**config.mk**
```make
export PLATFORM = sky130hd
export DESIGN_NAME = sorted_priority_queue
export DESIGN_NICKNAME = d
export VERILOG_FILES = /design/src/rtl/spq_pkg.sv /design/src/rtl/spq_cell.sv /design/src/rtl/sorted_priority_queue.sv
export SDC_FILE = /design/constraint.sdc
export NUM_CORES = 2
export LEC_CHECK = 0
export BUFFER_PORTS_ARGS = -buffer_cell sky130_fd_sc_hd__buf_2
export CAP_MARGIN = 5
export CORE_MARGIN = 1
export CORE_UTILIZATION = 55
export DETAILED_ROUTE_END_ITERATION = 8
export GPL_ROUTABILITY_DRIVEN = 0
export PLACE_DENSITY = 0.69
export SYNTH_ARGS = -nofsm -noshare
export SYNTH_HDL_FRONTEND = slang
export SYNTH_SLANG_ARGS = --single-unit
```
**constraint.sdc**
```tcl
create_clock -name clk -period 17.4 [get_ports clk]
set_input_delay 3.48 -clock clk [delete_from_list [all_inputs] [get_ports clk]]
set_output_delay 3.48 -clock clk [all_outputs]
set_load 0.02 [all_outputs]
```
**src/rtl/spq_pkg.sv**
```systemverilog
// ----------------------------------------------------------------------------
// spq_pkg
// Shared constants, codes and types for the sorted priority queue.
// ----------------------------------------------------------------------------
package spq_pkg;

  localparam int DEPTH       = 16;
  localparam int VALUE_W     = 32;
  localparam int CNT_W       = $clog2(DEPTH + 1);
  localparam int IDX_W       = (DEPTH > 1) ? $clog2(DEPTH) : 1;
  localparam int OP_W        = 2;
  localparam int STATUS_W    = 2;
  localparam int CNT_FIELD_W = 5;
  localparam int IDX_FIELD_W = 4;
  localparam int IN_DATA_W   = 32;
  localparam int OUT_DATA_W  = 112;

  localparam logic [OP_W-1:0] OP_PUSH  = 2'd0;
  localparam logic [OP_W-1:0] OP_POP   = 2'd1;
  localparam logic [OP_W-1:0] OP_QUERY = 2'd2;

  localparam logic [STATUS_W-1:0] ST_OK    = 2'd0;
  localparam logic [STATUS_W-1:0] ST_FULL  = 2'd1;
  localparam logic [STATUS_W-1:0] ST_EMPTY = 2'd2;

  typedef struct packed {
    logic                      push;
    logic                      pop;
    logic signed [VALUE_W-1:0] value;
  } cell_ctrl_t;

endpackage

```
**src/rtl/spq_cell.sv**
```systemverilog
// ----------------------------------------------------------------------------
// spq_cell
// One slot of the sorted row: inserts, shifts toward the tail on push and
// toward the head on pop, and flags a match against the broadcast tail.
// ----------------------------------------------------------------------------
module spq_cell (
  input  logic                              clk,
  input  spq_pkg::cell_ctrl_t               ctrl,
  input  logic                              occupied,
  input  logic                              left_take,
  input  logic signed [spq_pkg::VALUE_W-1:0] left_data,
  input  logic signed [spq_pkg::VALUE_W-1:0] right_data,
  input  logic signed [spq_pkg::VALUE_W-1:0] tail,
  output logic                              take,
  output logic signed [spq_pkg::VALUE_W-1:0] data,
  output logic                              tail_match
);

  // take is monotone along the row: free slot or entry no larger than value
  assign take       = !occupied || ($signed(data) <= $signed(ctrl.value));
  assign tail_match = occupied && (data == tail);

  always_ff @(posedge clk) begin
    if (ctrl.push) begin
      if (take && !left_take) begin
        data <= ctrl.value;
      end else if (take) begin
        data <= left_data;
      end
    end else if (ctrl.pop) begin
      data <= right_data;
    end
  end

endmodule

```
**src/rtl/sorted_priority_queue.sv**
```systemverilog
// An accepted item passes the states S_TAIL and S_OUT before its result is
// registered on the master side; S_TAIL and S_OUT hold the status pass over
// the cell row (tail select, then match and priority encode) after each update.
// No new item is taken until the result leaves S_OUT; a stall holds S_OUT.
// Reset clears the count and the handshake; cell contents are left as is.
// ----------------------------------------------------------------------------
// sorted_priority_queue
// Bounded priority queue of signed values kept in descending order in a
// row of cells, with one status result per accepted item, whatever its op code.
// ----------------------------------------------------------------------------
module sorted_priority_queue (
  input  logic                            clk,
  input  logic                            rst,
  input  logic                            s_tvalid,
  output logic                            s_tready,
  input  logic [spq_pkg::IN_DATA_W-1:0]   s_tdata,   // value[31:0]
  input  logic [spq_pkg::OP_W-1:0]        s_tuser,   // op[1:0]
  output logic                            m_tvalid,
  input  logic                            m_tready,
  // popped_value[31:0], head_value[63:32], tail_value[95:64],
  // entry_count[100:96], is_empty[101], is_full[102], first_min_index[106:103]
  output logic [spq_pkg::OUT_DATA_W-1:0]  m_tdata,
  output logic [spq_pkg::STATUS_W-1:0]    m_tuser    // status[1:0]
);

  typedef enum logic [2:0] {
    S_IDLE = 3'b001,
    S_TAIL = 3'b010,
    S_OUT  = 3'b100
  } state_t;

  localparam int D  = spq_pkg::DEPTH;
  localparam int VW = spq_pkg::VALUE_W;

  state_t                       state;
  logic [spq_pkg::CNT_W-1:0]    count;
  logic [spq_pkg::CNT_W-1:0]    count_m1;
  logic [spq_pkg::STATUS_W-1:0] status;
  logic signed [VW-1:0]         popped;
  logic signed [VW-1:0]         tail;
  logic signed [VW-1:0]         head;
  logic [spq_pkg::IDX_W-1:0]    min_idx;

  logic                         accept;
  logic                         out_free;
  logic                         is_push;
  logic                         is_pop;
  spq_pkg::cell_ctrl_t          ctrl;

  logic signed [VW-1:0] cell_data [D];
  logic [D-1:0]         cell_take;
  logic [D-1:0]         cell_occ;
  logic [D-1:0]         cell_match;

  assign s_tready = (state == S_IDLE);
  assign accept   = s_tvalid && s_tready;
  assign out_free = !m_tvalid || m_tready;
  assign is_push  = (s_tuser == spq_pkg::OP_PUSH);
  assign is_pop   = (s_tuser == spq_pkg::OP_POP);
  assign count_m1 = count - spq_pkg::CNT_W'(1);

  assign ctrl.push  = accept && is_push && (count != spq_pkg::CNT_W'(D));
  assign ctrl.pop   = accept && is_pop && (count != '0);
  assign ctrl.value = $signed(s_tdata[VW-1:0]);

  for (genvar i = 0; i < D; i++) begin : g_cell
    logic signed [VW-1:0] left_d;
    logic signed [VW-1:0] right_d;
    logic                 left_t;

    assign cell_occ[i] = (spq_pkg::CNT_W'(i) < count);

    if (i == 0) begin : g_first
      assign left_t = 1'b0;
      assign left_d = ctrl.value;
    end else begin : g_mid
      assign left_t = cell_take[i-1];
      assign left_d = cell_data[i-1];
    end

    if (i == D - 1) begin : g_last
      assign right_d = cell_data[i];
    end else begin : g_next
      assign right_d = cell_data[i+1];
    end

    spq_cell u_cell (
      .clk        (clk),
      .ctrl       (ctrl),
      .occupied   (cell_occ[i]),
      .left_take  (left_t),
      .left_data  (left_d),
      .right_data (right_d),
      .tail       (tail),
      .take       (cell_take[i]),
      .data       (cell_data[i]),
      .tail_match (cell_match[i])
    );
  end

  // lowest matching cell
  always_comb begin
    min_idx = '0;
    for (int i = D - 1; i >= 0; i--) begin
      if (cell_match[i]) begin
        min_idx = spq_pkg::IDX_W'(i);
      end
    end
  end

  always_ff @(posedge clk) begin
    if (rst) begin
      state    <= S_IDLE;
      count    <= '0;
      m_tvalid <= 1'b0;
    end else begin
      if ((state == S_OUT) && out_free) begin
        m_tvalid <= 1'b1;
      end else if (m_tready) begin
        m_tvalid <= 1'b0;
      end
      unique case (state)
        S_IDLE: begin
          if (accept) begin
            state <= S_TAIL;
            if (ctrl.push) begin
              count <= count + spq_pkg::CNT_W'(1);
            end else if (ctrl.pop) begin
              count <= count_m1;
            end
          end
        end
        S_TAIL: begin
          state <= S_OUT;
        end
        S_OUT: begin
          if (out_free) begin
            state <= S_IDLE;
          end
        end
        default: begin
          state <= S_IDLE;
        end
      endcase
    end
  end

  always_ff @(posedge clk) begin
    if (accept) begin
      popped <= ctrl.pop ? cell_data[0] : '0;
      if (is_push && (count == spq_pkg::CNT_W'(D))) begin
        status <= spq_pkg::ST_FULL;
      end else if (is_pop && (count == '0)) begin
        status <= spq_pkg::ST_EMPTY;
      end else begin
        status <= spq_pkg::ST_OK;
      end
    end
    if (state == S_TAIL) begin
      tail <= (count == '0) ? '0 : cell_data[count_m1[spq_pkg::IDX_W-1:0]];
      head <= (count == '0) ? '0 : cell_data[0];
    end
    if ((state == S_OUT) && out_free) begin
      m_tuser               <= status;
      m_tdata[31:0]         <= popped;
      m_tdata[63:32]        <= head;
      m_tdata[95:64]        <= tail;
      m_tdata[100:96]       <= spq_pkg::CNT_FIELD_W'(count);
      m_tdata[101]          <= (count == '0);
      m_tdata[102]          <= (count == spq_pkg::CNT_W'(D));
      m_tdata[106:103]      <= spq_pkg::IDX_FIELD_W'(min_idx);
      m_tdata[111:107]      <= '0;
    end
  end

`ifndef NO_ASSERTIONS
  a_count_bound: assert property (@(posedge clk) disable iff (rst)
    count <= spq_pkg::CNT_W'(D))
    else $error("queue count beyond depth");

  a_full_push_hold: assert property (@(posedge clk) disable iff (rst)
    (accept && is_push && (count == spq_pkg::CNT_W'(D))) |=>
      (count == spq_pkg::CNT_W'(D)) && (status == spq_pkg::ST_FULL))
    else $error("push to full queue changed the count");

  a_empty_pop: assert property (@(posedge clk) disable iff (rst)
    (accept && is_pop && (count == '0)) |=>
      (count == '0) && (status == spq_pkg::ST_EMPTY) && (popped == '0))
    else $error("pop on empty queue not reported");

  a_result_count: assert property (@(posedge clk) disable iff (rst)
    ((state == S_OUT) && out_free) |=>
      (m_tdata[100:96] == spq_pkg::CNT_FIELD_W'(count)) && m_tvalid)
    else $error("result count does not match queue count");
`endif

endmodule

```
==> impl_metrics.tcl <==
set metrics [dict create \
    setup_violations 0 \
    critPathMaxFanout 33 \
    root_buffer "clkbuf_16" \
    grt_start_max_net_pins 145 \
    postRouteAntennaNets 0 \
    cts.repair.resized 0 \
    synth_edf_count 719 \
    ir_drop_v 0.0000807 \
    synth_compound_area_frac 0.109 \
    place_hpwl_mm 159 \
    synth.area.mux_share 0.147 \
    rsz0062_at_grt "false" \
    ys_seq_area_frac 0.398 \
    ys_ff_latch 728 \
    htreeDepth 3 \
    grt_use_total 0.431 \
    num_vias 46400 \
    grt_pass1_vias 43500 \
    area.growth.synth_to_final_pct 8.78 \
    hold_path_depth 0 \
    fillers 8130 \
    clk_latency_ps 730 \
    finalHoldViolCount 0 \
    postCtsSetupBuffers 0 \
    fmax_ghz 0.114 \
    fin_nets 5646 \
    synth-async-reset-ratio 0 \
    dr.first_iter.drc_count 7323 \
    period_share 0.506 \
    grt_pass1_wl_mm 311 \
    crit_chain "buf_2, inv_1, ha_1, nand4_1, nor3_1, o21ai_0, o21ai_0, a211oi_2, mux2i_1, o21ai_4, buf_4, mux2i_1, o21ai_0" \
    viasPerCell 7.20 \
    synth_fa_ha_area_frac 0.118 \
    dp.cells 6290 \
    routed_wl_mm 218 \
    hold_class "reg -> reg" \
    startpoint_type "primary input" \
    die_x_um 317 \
    endpoint_kind "flop" \
    placed_cell_area_sq_um 56600 \
    cts_tree "yes" \
    drt-wirelength-per-cell_um 33.9 \
    antenna_found_initial 6 \
    drcViolationCount 0 \
    skew_ps 55.7 \
    die_h_um 317 \
    drv_slew 2 \
    worstSetupPathType "in -> reg" \
    cts_buffers 85 \
    setup_ws_ps 8600 \
    violations "max-capacitance violations, max-slew violations" \
    synth_ff_type "edfxtp_1" \
    cts.sinks 728 \
    critPathMaxStageDelay_ps 1200 \
    fin_cells 6450 \
    max_slew_margin -0.0156 \
    layout_min_cycle_time_ps 8800 \
    grt-ovfl-total 0 \
    synth_simple_gate_area_frac 0.112 \
    firstDrtPassIters 9 \
    worstMarginPinSlew_ps 1510 \
    cts_buffer_depth 3 \
    die_area_sq_um 101000 \
    powerDensity_nw_per_um2 85.2 \
    ff2ff_path_depth 11 \
    cts_hold_buffers 0 \
    synth_top_family_by_area "multiplexers" \
    totalNegativeSetupSlack_ps 0 \
    start_util 0.556 \
    port_buffers 148 \
    cp_common_cell "o21ai_0" \
    leakage_nw 23.5 \
    yosys_warnings 0 \
    ys_types 85 \
    worstPathArrival_ps 9220 \
    drive_above_1_share 0.117 \
    path_clk_slew_ps 60 \
    design_area_sq_um 59500 \
    synth-xor-area-share 0.0830 \
    maxCapViolCount 1 \
    cp_slowest_cell "o21ai_0" \
    row_count 115 \
    io_pins 154 \
    core_area_sq_um 98400 \
    place_ws_ps 8960 \
    netlist_instances 5053 \
    crit_required_ps 17820 \
    outcome "complete, but fails checks" \
    syn_area_per_cell_sq_um 10.8 \
    syn_area_sq_um 54700 \
]
==> layer usage <==
layer | share of wire | GRT usage
met1 | 0.34 | 0.525
met2 | 0.42 | 0.635
met3 | 0.13 | 0.112
met4 | 0.11 | 0.372
met5 | 0.000096 | 0
==> through the flow <==
step	hold slack (ps)	power [W]	util
floorplan	400	0.00281	-
global placement	401	0.00313	0.575
detailed placement	405	0.00316	0.575
CTS	402	0.00501	0.604
global route	420	0.00518	0.604
finish	415	0.00507	0.604
==> critical path, delay by kind of cell <==
| family | cells | cell delay [ps] |
|---|---|---|
| compound gates | 5 | 1680 |
| buf+inv | 3 | 1260 |
| simple gates | 2 | 1050 |
| mux | 2 | 1010 |
| fa+ha+maj | 1 | 650 |
==> sequential cells by signal (all words and copies together), names as in the netlist <==
name                count
tail                   32
m_tvalid                1
count                   5
g_cell.u_cell.data    512
head                   32
status                  2
m_tdata               107
popped                 32
m_tuser                 2
state                   3
==> logic make-up (layout without fill, tap and decap cells) <==
kind of cell               after synthesis  after routing
muxes                                  637            637
DFF                                    728            728
AOI/OAI and AO/OA                     1013           1013
other                                    1              7
adders and majority gates              515            515
and+or+nand+nor                       1253           1253
buffers and inverters                  388            492
xor gates and xnor gates               518            518
==> synthesized netlist by cell type, types with 66 or more instances <==
cell type,n,area (sq um)
edfxtp_1,719,21600
ha_1,515,6440
mux2i_1,474,4740
nand2_1,400,1500
a21oi_1,346,1730
xor2_1,323,2830
nor2_1,273,1020
o21ai_0,261,1310
xnor2_1,195,1710
clkbuf_1,171,642
nand4_1,143,895
mux4_2,128,2880
o21ai_1,112,561
nor4_1,105,657
a211oi_1,95,713
buf_2,88,440
nand3_1,80,400
nor2b_1,79,494
inv_1,66,248
==> placed cells by master, fill, tap and decap left out, types with 12 or more instances in the layout <==
| cell | n |
|---|---|
| nor4_1 | 105 |
| inv_1 | 66 |
| a21o_1 | 41 |
| and2_1 | 37 |
| buf_2 | 148 |
| nor2b_1 | 77 |
| edfxtp_1 | 719 |
| mux2i_1 | 474 |
| nand2_1 | 400 |
| a221oi_1 | 12 |
| xor2_1 | 322 |
| clkinv_2 | 18 |
| o21a_1 | 15 |
| nor2_1 | 272 |
| xnor2_1 | 194 |
| o21ai_1 | 113 |
| nand2b_1 | 14 |
| nand4_1 | 143 |
| clkbuf_1 | 16 |
| nand3_1 | 80 |
| a21oi_1 | 345 |
| and4_1 | 20 |
| and3_1 | 14 |
| clkbuf_16 | 85 |
| o21ai_0 | 252 |
| a211oi_1 | 95 |
| mux2_2 | 23 |
| o211ai_1 | 25 |
| mux4_2 | 128 |
| buf_4 | 120 |
| ha_1 | 514 |
| nor3_1 | 45 |
==> path summary, 6_finish.rpt <==
kind / startpoint / to / slack (ps)
max: s_tdata[31] / g_cell[6].u_cell.data[6]$_DFFE_PP_ / 8600
min: status[0]$_SDFFCE_PP1P_ / m_tuser[0]$_DFFE_PP_ / 420
max reg2reg: g_cell[5].u_cell.data[31]$_DFFE_PP_ / g_cell[6].u_cell.data[6]$_DFFE_PP_ / 11910
min reg2reg: status[0]$_SDFFCE_PP1P_ / m_tuser[0]$_DFFE_PP_ / 420
==> report_power, final <==
part | switching (W) | internal (W) | total, W
Combinational | 0.000651 | 0.000375 | 0.00103
Clock | 0.000820 | 0.00106 | 0.00188
Sequential | 0.000133 | 0.00203 | 0.00216
==> layout make-up <==
type                       instances  area (sq um)  share of cell area
timing repair buffer             271          1680              0.0283
sequential                       728         21800               0.366
clock inverter                    54           688              0.0116
antenna                            2          5.00           0.0000841
multi-input combinational       3941         31300               0.526
inverter                          66           248             0.00416
tap                             1287          1610              0.0271
clock buffer                     101          2190              0.0368
(Power assumes the default switching activity.)
